**config.mk**
```make
export PLATFORM = sky130hd
export DESIGN_NAME = ntc_fifo
export DESIGN_NICKNAME = d
export VERILOG_FILES = /design/src/sv/ntc_fifo.sv
export SDC_FILE = /design/constraint.sdc
export NUM_CORES = 1
export LEC_CHECK = 0
export ABC_AREA = 0
export BUFFER_PORTS_ARGS = -buffer_cell sky130_fd_sc_hd__buf_2
export CORE_MARGIN = 3
export CORE_UTILIZATION = 55
export DETAILED_ROUTE_END_ITERATION = 8
export PLACE_DENSITY = 0.77
export SLEW_MARGIN = 20
export SYNTH_ARGS = -nofsm -noshare
export SYNTH_HDL_FRONTEND = slang
export SYNTH_SLANG_ARGS = --single-unit
```
**constraint.sdc**
```tcl
create_clock -name clock -period 2.1 [get_ports clock]
set_input_delay 0.21 -clock clock [delete_from_list [all_inputs] [get_ports clock]]
set_output_delay 0.21 -clock clock [all_outputs]
set_load 0.02 [all_outputs]
```
**src/sv/ntc_fifo.sv**
```systemverilog
module ntc_fifo #(
   parameter int WIDTH = 8,
   parameter int DEPTH = 4
) (
   input  logic             clock,
   input  logic             reset,
   input  logic             push,
   input  logic [WIDTH-1:0] wdata,
   output logic             full,
   input  logic             pop,
   output logic [WIDTH-1:0] rdata,
   output logic             empty
);
   localparam int AW = (DEPTH > 1) ? $clog2(DEPTH) : 1;

   logic [WIDTH-1:0] mem_ff [DEPTH];
   logic [AW-1:0]    wr_ff, wr_in, rd_ff, rd_in;
   logic [AW:0]      cnt_ff, cnt_in;
   logic             do_push, do_pop;

   assign empty   = (cnt_ff == '0);
   assign full    = (cnt_ff == (AW+1)'(DEPTH));
   assign do_push = push && !full;
   assign do_pop  = pop && !empty;
   assign rdata   = mem_ff[rd_ff];

   always_comb begin
      wr_in  = do_push ? AW'(wr_ff + 1'b1) : wr_ff;
      rd_in  = do_pop ? AW'(rd_ff + 1'b1) : rd_ff;
      cnt_in = cnt_ff;
      if (do_push && !do_pop) begin
         cnt_in = cnt_ff + 1'b1;
      end else if (do_pop && !do_push) begin
         cnt_in = cnt_ff - 1'b1;
      end
   end

   always_ff @(posedge clock) begin
      if (reset) begin
         wr_ff  <= '0;
         rd_ff  <= '0;
         cnt_ff <= '0;
      end else begin
         wr_ff  <= wr_in;
         rd_ff  <= rd_in;
         cnt_ff <= cnt_in;
      end
   end

   always_ff @(posedge clock) begin
      if (do_push) begin
         mem_ff[wr_ff] <= wdata;
      end
   end
endmodule

```
==> flow_summary.ini <==
[status]
outcome = complete, no violations

[die]
initial_core_util_pct = 58.25
die_area_um2 = 3633
die_width_um = 60.28
io_pins = 22
die_height_um = 60.28
core_area_um2 = 2781
rows = 19

[timing]
finalCriticalPeriod_ns = 2.007
setup_viol_count_final = 0
hold_violations = 0
relSlewSlack_pct = 70.82
max_slew.worst_pin.slew_ns = 0.4377
finalClockSkew_ns = 0.006583
timing.fmax_mhz = 498.3
rsz0062_at_grt = false
fin_crit_sh_pct = 95.56
slew_viol_final = 0
finalSetupTns_ns = 0

[setup_path]
crit_family = adder cells
crit_path_top_delay_cell = dfxtp_2
worst-path-buf-inv = 1
required_ns = 2.37
crit_chain = o31ai_4, ha_1, inv_1, fa_1, xor2_1, or3_1, a21oi_1
critPathMaxFanout = 6
crit_path_max_incr_delay_ns = 0.38
worstSetupPathType = reg -> reg
crit_path_end_kind = flip-flop
start_kind = flip-flop
worst_ep_arrival_time_ns = 2.28

[yosys]
synth_nets = 108
ys_warn_count = 0
synth_area_um2 = 1620
ys_seq_area_share_pct = 70.42
synth_compound_area_share_pct = 2.548
synth_seq_cells = 41
synth_top_family_by_area = multiplexers
synthAdderAreaFrac_pct = 5.097
yosys.area_share.simple_pct = 5.714
synth_mux_area_share_pct = 12.36
synth_area_per_cell_um2 = 18.00
synth_cell_types = 21
synth-xor-area-share_pct = 2.162
synthCells = 90

[global_routing]
grt.overflow.total = 0
grt_max_degree = 12
grt_pass1_vias = 820
antenna_found_initial = 0
grt_pass1_wl_mm = 3.774
grt_usage_pct = 15.30

[drt]
drc = 0
wl_mm = 2.297
first_pass_iters = 6
drt_iter0_markers = 24
routed-via-count = 783
drt-wirelength-per-cell_um = 15.42
viasPerCell = 5.255
ant_nets = 0

[clock_network]
clock_latency_ns = 0.34
clkSlewWorstSetupHoldPaths_ns = 0.11
post-cts-setup-buffers = 0
h-tree-depth = 2
numCtsBuffers = 5
cts.path.max_buffers = 2
clock-root-buffer = clkbuf_4
clkSinkCount = 41
cts_tree = built

[finish]
diodes = 0
nFillCells = 195
final_design_area_no_fill_um2 = 1828
fin_nets = 135
area_growth_pct = 12.82
layout-drive-gt1-share_pct = 35.59
finalNonFillerCells = 149

[flow_run]
max_cap_viol_count = 0

[power_and_ir_drop]
p_per_area_nw_per_um2 = 1135
vdd_drop_max_mv = 0.9679
leakagePower_nw = 0.6667

[placed_design]
gp_congestion = 0.6474
dpl_cell_area_um2 = 1767
portBuffers = 21
dp_cells = 141
place_hpwl_mm = 1.622

[min_path]
hp-class = in -> reg
## cell type report
class                      instances  area [µm²]  area share, %
inverter                           4       15.01         0.8214
clock buffer                       8       48.80          2.669
multi-input combinational         42       460.4          25.19
tap                               31       38.79          2.122
sequential                        41        1145          62.63
timing repair buffer              23       120.1          6.571
## report_power, final
part	internal (W)	leakage, nW	total, W	switching, W
sequential	0.000993	0.368	0.00109	0.0000946
combinational	0.000299	0.272	0.000631	0.000332
clock	0.000133	0.0265	0.000356	0.000223
## cell usage in the layout, fill, tap and decap left out, drive strengths merged, types with 4 or more instances in the layout
cell / netlist / routed
nor2: 6 / 6
inv: 4 / 4
and2: 4 / 4
xor2: 4 / 4
buf: 1 / 23
edfxtp: 32 / 32
clkbuf: 2 / 8
dfxtp: 9 / 9
ha: 5 / 5
mux4: 8 / 8
## per-layer routing
metal | wire length (µm) | GRT usage, %
met4 | 55 | 8.544
met2 | 1134 | 25.00
met5 | 0 | 0
met1 | 998 | 17.90
met3 | 109 | 4.536
## worst reg2reg max path: cells and delay by family (launching register included)
kind / cells / cell delay (ns)
buffers and inverters: 1 / 0.06
AOI/OAI and AO/OA: 2 / 0.43
xor gates and xnor gates: 1 / 0.16
DFF: 1 / 0.38
adders and majority gates: 2 / 0.60
and+or+nand+nor: 1 / 0.31
## kinds of logic after synthesis
| kind of cell | count (synthesis) |
|---|---|
| and+or+nand+nor | 16 |
| adders and majority gates | 6 |
| muxes | 10 |
| xor gates and xnor gates | 4 |
| buffers and inverters | 7 |
| AOI/OAI and AO/OA | 6 |
| DFF | 41 |
## what timing repair did
action                                  4_1_cts  5_1_grt
endpoints found under the setup margin        0        1
hold buffers                                  0        0
resized for setup                             0        4
## cells in the mapped netlist
library cell,number,area [µm²]
a21oi_1,2,10.01
and2_1,4,25.02
buf_2,1,5.000
clkbuf_1,2,7.510
dfxtp_1,9,180.2
edfxtp_1,32,960.9
fa_1,1,20.02
ha_1,5,62.56
inv_1,4,15.01
mux2i_1,2,20.02
mux4_2,8,180.2
nand2b_1,2,12.51
nor2_1,5,18.77
nor2_2,1,6.260
nor3_1,1,5.000
nor3b_2,1,12.51
o21ai_0,2,10.01
o311ai_1,1,8.760
o31ai_2,1,12.51
or3_1,2,12.51
xor2_1,4,35.03
## final timing paths
path	from	end	slack, ns	cells past startpoint
worst max-delay path	cnt_ff[1]	cnt_ff[2]	0.09	7
worst min-delay path	wdata[0]	mem_ff[0][0]	0.07	1
worst max register to register	cnt_ff[1]	cnt_ff[2]	0.09	7
worst min register to register	wr_ff[1]	wr_ff[1]	0.52	2
## flip-flops by register name, indices dropped and copies added, names as in the netlist, named ones only
register / count
cnt_ff: 3
mem_ff: 32
rd_ff: 2
wr_ff: 2
## per-stage QoR
stage	utilization, %	setup WS, ns	hold WS (ns)	total power, W
detailed placement	63.52	0.05085	0.4277	0.001736
global route	65.72	0.01140	0.06788	0.002199
floorplan	-	0.08590	0.3089	0.001543
global placement	63.52	0.1261	0.4201	0.001707
finish	65.72	0.09327	0.07319	0.002075
CTS	65.27	0.02202	0.06879	0.002080
Power figures use the tool's default switching activity.
