===== src/sv/ntc_front.sv =====
module ntc_front #(
   parameter int ADC_BITS = 16
) (
   input  logic                  clock,
   input  logic                  reset,
   input  logic                  push,
   input  logic [ADC_BITS-1:0]   raw,
   output logic                  full,
   input  logic                  mid_full,
   output logic                  mid_push,
   output logic [2*ADC_BITS+2:0] mid_data
);
   localparam int NW = ADC_BITS + 1;
   localparam logic [NW+1:0] FS3 = (NW+2)'(3) << (ADC_BITS - 1);

   logic              vld_ff;
   logic              ok_ff, ok_in;
   logic [NW-1:0]     n_ff, n_in, d_ff, d_in;
   logic [NW+1:0]     ext, n5;

   // classify: ratio strictly inside (0,1)
   always_comb begin
      ext   = {{3{raw[ADC_BITS-1]}}, raw};
      n5    = ext + (ext << 2);
      ok_in = !raw[ADC_BITS-1] && (raw != '0) && (n5 < FS3);
      n_in  = n5[NW-1:0];
      d_in  = NW'(FS3 - n5);
   end

   assign full     = vld_ff && mid_full;
   assign mid_push = vld_ff && !mid_full;
   assign mid_data = {ok_ff, n_ff, d_ff};

   always_ff @(posedge clock) begin
      if (reset) begin
         vld_ff <= 1'b0;
      end else if (!full) begin
         vld_ff <= push;
      end
   end

   always_ff @(posedge clock) begin
      if (push && !full) begin
         ok_ff <= ok_in;
         n_ff  <= n_in;
         d_ff  <= d_in;
      end
   end
endmodule


===== config.mk =====
export PLATFORM = sky130hd
export DESIGN_NAME = ntc_front
export DESIGN_NICKNAME = d
export VERILOG_FILES = /design/src/sv/ntc_front.sv
export SDC_FILE = /design/constraint.sdc
export NUM_CORES = 1
export LEC_CHECK = 0
export ABC_CLOCK_PERIOD_IN_PS = 4400
export CORE_ASPECT_RATIO = 1.75
export CORE_MARGIN = 3
export CORE_UTILIZATION = 51
export CTS_CLUSTER_DIAMETER = 30
export DETAILED_ROUTE_END_ITERATION = 8
export DONT_BUFFER_PORTS = 1
export GPL_TIMING_DRIVEN = 0
export PLACE_DENSITY = 0.76
export SYNTH_ARGS = -nofsm -noshare
export SYNTH_HDL_FRONTEND = slang
export SYNTH_SLANG_ARGS = --single-unit
export TNS_END_PERCENT = 1

===== constraint.sdc =====
create_clock -name clock -period 4.4 [get_ports clock]
set_input_delay 0.66 -clock clock [delete_from_list [all_inputs] [get_ports clock]]
set_output_delay 0.66 -clock clock [all_outputs]
set_load 0.02 [all_outputs]

==> run summary, run 1 <==
Outcome - completed
CP Data Required Time - 4530 ps
Clk_skew - 9.00 ps
Setup crit start - raw[5]
CTS tree - done
Kind of critical path - in2reg
Utilization after layout - 58.6%
CP Max Fanout - 8
Crit share post-route - 75.7%
GR Util met2 - 37.9%
Final min period - 3330 ps
Hold wc startpoint - reset
Final net count - 262
Number of max-cap violations - 0
Die area - 5420 um^2
Hold crit path type - in2reg
Clk pin slew, worst setup/hold paths - 80 ps
Worst IR drop on VDD - 0.000356 V
DP Wirelength - 3790 um
Initial antenna violation count - 0
Fillers - 363
Via count - 1715
Post-CTS setup buffer count - 0
Vias in the first global route - 1688
Post-synth EDFFs - 34
Mapped Area - 2320 um^2
Lkg Pwr - 0.926 nW
Ys Warns - 0
Num CTS Buffers - 5
ANT cells - 0
Die Wd - 57.0 um
Antenna Nets Post-Route - 0
Setup slack at placement - 826 ps
Hold Buf Count CTS - 0
Port-buffer cells - 0
Synthesized area per cell - 10.7 um^2
DRT Pass-1 Iters - 4
Largest net degree at the start of global routing - 35
Core ar. - 4270 um^2
RSZ-0062 raised after global routing - no
PostCTS Resize Cnt - 0
Total grt overflow - 0
Routability cong. - 0.857
Slew @ Worst Pin - 886 ps
Syn_nets - 255
Arrival @ worst endpoint - 3460 ps
Final slew viol count - 0
Worst Setup Start Kind - primary input
Per-cell routed wire length - 17.9 um
Deepest clock path buffer count - 2
Relative slew margins - 40.8%
Sequential share of the synthesized area - 44.9%
Setup TNS - 0 ps
CTS Root Cell - clkbuf_8
Synthesis-to-layout area growth - 7.83%
Final setup fails - 0
Synth Instances - 217
Number of synthesized register bits - 35
1st-iter DRT viols - 53
Most used DFF post-synth - edfxtp_1
CTS sink count - 35
Total GRT Usage - 19.1%
Asr flop ratio synth - 0%
GRT met1 Usage - 18.0%
GR peak layer - met2
Top Ports - 57
Drt via density - 6.26
Share of layout cells above drive strength 1 - 10.2%
First-pass GRT wire length - 7960 um
Global Route met3 Usage - 4.47%
Die Y-Extent - 95.2 um
DRT Wirelength - 4900 um
Pwr Density - 391 nW/um^2
Initial core utilization - 54.3%
Row count - 31
Post-synth cell types - 55
Worst Setup End Kind - flop
FMAX - 0.300 GHz
Worst-Skew Late Latency - 290 ps
# DRC - 0
Final hold violation count - 0
Power, Total - 0.979 mW
Worst r2r src - vld_ff
Final worst slack - 1070 ps
Htree depth - 2
## per-stage QoR
step | hold WS [ps] | cell area, um^2 | std cells
final | 427 | 2500 | 274
after global routing | 408 | 2500 | 274
after CTS | 421 | 2500 | 274
after detailed placement | 736 | 2390 | 266
after global placement | 700 | 2380 | 266
after floorplan | 683 | 2320 | 217
## where the power goes
part,internal [mW],switching [mW]
clock,0.169,0.117
combinational,0.0855,0.128
sequential,0.422,0.0572
total,0.676,0.302
## path summary, 6_finish.rpt
check,endpoint,depth (start not counted),slack (ps)
min reg2reg,vld_ff,3,760
max reg2reg,n_ff[4],2,2720
min,vld_ff,1,430
max,d_ff[16],8,1070
## worst max-delay path: stages
cell	delay [ps]
ha_1	370
a21oi_1	260
a21boi_0	240
or3_4	430
a221oi_2	340
or4b_4	550
or4_4	440
a211oi_2	170
## synthesized netlist by cell type (3+ instances only)
master    count  area share, %
a21oi_1      11            2.4
xnor2_1      10            3.8
ha_1         17            9.2
or3_1         4            1.1
nand2_1       7            1.1
edfxtp_1     34             44
inv_1        11            1.8
a21o_1        7            2.3
xor2_1        5            1.9
and2_1        5            1.3
nand3_1      11            2.4
nor4_1        5            1.3
a211oi_1      5            1.6
nor2b_1       4            1.1
o21ai_0       5            1.1
nor3_1       11            2.4
nand2b_1      3           0.81
nor2_1       16            2.6
## sequential cells by signal (all words and copies together) (netlist names)
register  flops
n_ff         17
ok_ff         1
d_ff         16
vld_ff        1
## cells in the final DEF (no fill, tap or decap), drive strengths merged, types with 3 or more instances in the layout
master | netlist | layout
nand2 | 7 | 7
ha | 17 | 17
o21ai | 5 | 5
a21o | 7 | 7
nor2b | 4 | 4
nand3 | 11 | 11
nor2 | 16 | 16
xor2 | 5 | 5
buf | 3 | 3
clkbuf | 2 | 7
nor3 | 11 | 11
a21oi | 11 | 11
and2 | 6 | 6
nor4 | 5 | 5
a211oi | 6 | 6
nand2b | 3 | 3
inv | 11 | 11
xnor2 | 10 | 10
or3 | 5 | 5
edfxtp | 34 | 34
## layout make-up
cell class / count / area [um^2] / area share, %
Sequential cell: 35 / 1040 / 41.6
Multi-Input combinational cell: 166 / 1220 / 48.6
Clock inverter: 3 / 43.8 / 1.75
Inverter: 11 / 41.3 / 1.65
Tap cell: 49 / 61.3 / 2.45
Clock buffer: 5 / 68.8 / 2.75
Buffer: 5 / 27.5 / 1.10
## metal layers
| layer | up-vias | part of all wire (%) |
|---|---|---|
| met2 | 54 | 57 |
| met1 | 813 | 37 |
| met5 | - | 0 |
| li1 | 844 | - |
| met4 | 0 | 1.5 |
| met3 | 4 | 4.7 |
## cells by family (layout without fill, tap and decap cells)
kind of cell	Yosys count	count (layout)	synth area share [%]
xor gates and xnor gates	15	15	5.67
DFF	35	35	44.9
and+or+nand+nor	80	80	19.4
muxes	1	1	0.486
AOI/OAI and AO/OA	52	52	16.5
buffers and inverters	16	24	2.97
adders and majority gates	18	18	10.0
(Power assumes the default switching activity.)
==> run 2, diff against run 1 <==
Settings changed: ABC_AREA from default to 1, ABC_CLOCK_PERIOD_IN_PS 4400 to 3300.
Clock period 4.4 ns to 3.3 ns, I/O delays scaled along.
==> run 2 against run 1 <==
Synthesized area increased by 7.1%. Final cell count rose by 28%. Critical path type unchanged. Total power rose by 25%. Sequential cell count unchanged. Die area is 6.5% higher. Highest routed layer unchanged.
==> run summary, run 2 <==
Synthesis-to-layout area growth - 6.15% (was 7.83%)
Number of flip-flops in the largest register - 17 (unchanged)
Die Wd - 58.8 um (was 57.0 um)
Via count - 1851 (was 1715)
Total grt overflow - 0 (unchanged)
Register area - 1040 um^2 (unchanged)
Post-synth cell types - 29 (was 55)
1st-iter DRT viols - 22 (was 53)
Die Y-Extent - 98.3 um (was 95.2 um)
Arrival @ worst endpoint - 2320 ps (was 3460 ps)
Top Ports - 57 (unchanged)
Worst Setup End Kind - flop (unchanged)
Clk_skew - 6.32 ps (was 9.00 ps)
Hold Buf Count CTS - 0 (unchanged)
Hold WS - 282 ps (was 427 ps)
Cell Count, Final, Fillers Out - 351 (was 274)
Placed Cells - 343 (was 266)
ANT cells - 0 (unchanged)
Number of synthesized register bits - 35 (unchanged)
DRT Wirelength - 4810 um (was 4900 um)
Synth top area share - 41.1% (was 44.0%)
Final net count - 336 (was 262)
Synth area leader - edfxtp_1 (unchanged)
Vias in the first global route - 1866 (was 1688)
FMAX - 0.436 GHz
Most used DFF post-synth - edfxtp_1 (unchanged)
Core ar. - 4710 um^2 (was 4270 um^2)
Deepest clock path buffer count - 2 (unchanged)
Sequential share of the synthesized area - 41.9% (was 44.9%)
Power, Total - 1.23 mW (was 0.979 mW)
Outcome - completed (unchanged)
Worst-Skew Late Latency - 280 ps (was 290 ps)
Global Route met3 Usage - 3.70% (was 4.47%)
Fillers - 466 (was 363)
Worst IR drop on VDD - 0.000300 V (was 0.000356 V)
RSZ-0062 raised after global routing - no (unchanged)
Post-synth EDFFs - 34 (unchanged)
Final slew viol count - 0 (unchanged)
CTS Root Cell - clkbuf_8 (unchanged)
Lkg Pwr - 1.25 nW (was 0.926 nW)
Initial core utilization - 52.8% (was 54.3%)
Post-CTS setup buffer count - 0 (unchanged)
Routability cong. - 0.887 (was 0.857)
Asr flop ratio synth - 0% (unchanged)
Die area - 5780 um^2 (was 5420 um^2)
Mapped Area - 2480 um^2 (was 2320 um^2)
GRT met1 Usage - 16.6% (was 18.0%)
Num CTS Buffers - 5 (unchanged)
GR Util met2 - 33.5% (was 37.9%)
Biggest regs - n_ff: 17 flops, d_ff: 16 flops (unchanged)
# DRC - 0 (unchanged)
CP Max Fanout - 4 (was 8)
Setup TNS - 0 ps (unchanged)
Initial antenna violation count - 0 (unchanged)
Port-buffer cells - 0 (unchanged)
Synth Instances - 291 (was 217)
Syn_nets - 329 (was 255)
GR peak layer - met2 (unchanged)
Slew @ Worst Pin - 914 ps (was 886 ps)
Most frequent cells after synthesis - nand2_1, inv_1, edfxtp_1, nor2_1, ha_1 (was edfxtp_1, ha_1, nor2_1)
Kind of critical path - in2reg (unchanged)
CP Data Required Time - 3320 ps (was 4530 ps)
Share of layout cells above drive strength 1 - 15.7% (was 10.2%)
Count leader, synth - nand2_1 (was edfxtp_1)
Worst Setup Start Kind - primary input (unchanged)
Number of max-cap violations - 0 (unchanged)
Clk pin slew, worst setup/hold paths - 60 ps (was 80 ps)
Htree depth - 2 (unchanged)
Final hold violation count - 0 (unchanged)
Largest net degree at the start of global routing - 35 (unchanged)
Final setup fails - 0 (unchanged)
DRT Pass-1 Iters - 5 (was 4)
Antenna Nets Post-Route - 0 (unchanged)
Ys Warns - 0 (unchanged)
Commonest non-fill, non-tap cell in the layout - nand2_1 (was edfxtp_1)
Synth area leaders - edfxtp_1, nand2_1, ha_1, inv_1, nand3_2 (was edfxtp_1, ha_1, xnor2_1, nor2_1, a21oi_1)
Multi-input combinational cell area - 1240 um^2 (was 1220 um^2)
Most frequent cells in the layout - nand2_1, inv_1, edfxtp_1 (was edfxtp_1, ha_1, nor2_1)
Final min period - 2290 ps
Per-cell routed wire length - 13.7 um (was 17.9 um)
Row count - 33 (was 31)
Crit share post-route - 69.5%
First-pass GRT wire length - 7910 um (was 7960 um)
Most flops, register - n_ff (unchanged)
CTS sink count - 35 (unchanged)
Relative slew margins - 38.9% (was 40.8%)
CTS tree - done (unchanged)
PostCTS Resize Cnt - 0 (unchanged)
Hold crit path type - in2reg (unchanged)
Utilization after layout - 56.0% (was 58.6%)
DP Wirelength - 3980 um (was 3790 um)
Synthesized area per cell - 8.53 um^2 (was 10.7 um^2)
Pwr Density - 466 nW/um^2 (was 391 nW/um^2)
Total GRT Usage - 17.4% (was 19.1%)
Drt via density - 5.27 (was 6.26)
==> run 2: changes by cell type after synthesis, sizes merged, moves of 5 or more <==
cell / previous run / this run
a211oi: 6 / 0
a21o: 7 / 0
and2: 6 / 0
inv: 11 / 51
nand2: 7 / 89
nand3: 11 / 27
nor2: 16 / 26
nor3: 11 / 4
or3: 5 / 0
xnor2: 10 / 4
==> run 2: power breakdown <==
group          internal (mW)  switching (mW)  total [mW]
combinational          0.102           0.207       0.309
sequential             0.561          0.0736       0.634
clock                  0.144           0.140       0.284
total                  0.807           0.421        1.23
==> run 2: worst max-delay path, cell delays in order <==
cell and delay [ps]:
ha_1 220, fa_1 470, nor2_1 170, nand2_1 80, nor2_2 200, nand3_4 110, nor2_4 130, nand3_2 110
nor2_4 120, nand2_2 80, a21boi_1 130
==> run 2: logic make-up after synthesis <==
| logic type | synth area share, % |
|---|---|
| XOR/XNOR | 4.23 |
| flip-flops | 41.9 |
| AND/OR/NAND/NOR | 32.1 |
| buffers and inverters | 8.31 |
| AO/OA/AOI/OAI | 4.08 |
| adder cells (fa/ha/maj) | 9.37 |
==> run 2: metrics by stage <==
stage / setup slack, ps / area [um^2]
4_1_cts: 1010 / 2640
2_1_floorplan: 741 / 2480
5_1_grt: 852 / 2640
6_report: 1010 / 2640
3_3_place_gp: 280 / 2550
3_5_place_dp: 721 / 2560
==> run 2: final timing paths <==
path,start,end,slack [ps],cells after the start
max reg2reg,vld_ff,n_ff[10],1680,3
min,reset,vld_ff,280,1
max,raw[0],d_ff[14],1010,11
min reg2reg,vld_ff,vld_ff,480,2
==> run 2: layer usage <==
| layer | up-vias | share of wire, % |
|---|---|---|
| met4 | 0 | 2.5 |
| met5 | - | 0 |
| li1 | 963 | - |
| met2 | 44 | 55 |
| met3 | 9 | 4.5 |
| met1 | 835 | 38 |
==> run 2: layout make-up <==
class | instances | area share, %
multi-input combinational | 203 | 47.2
sequential | 35 | 39.5
inverter | 51 | 7.26
clock buffer | 6 | 2.75
tap | 52 | 2.47
buffer | 2 | 0.570
clock inverter | 2 | 0.285
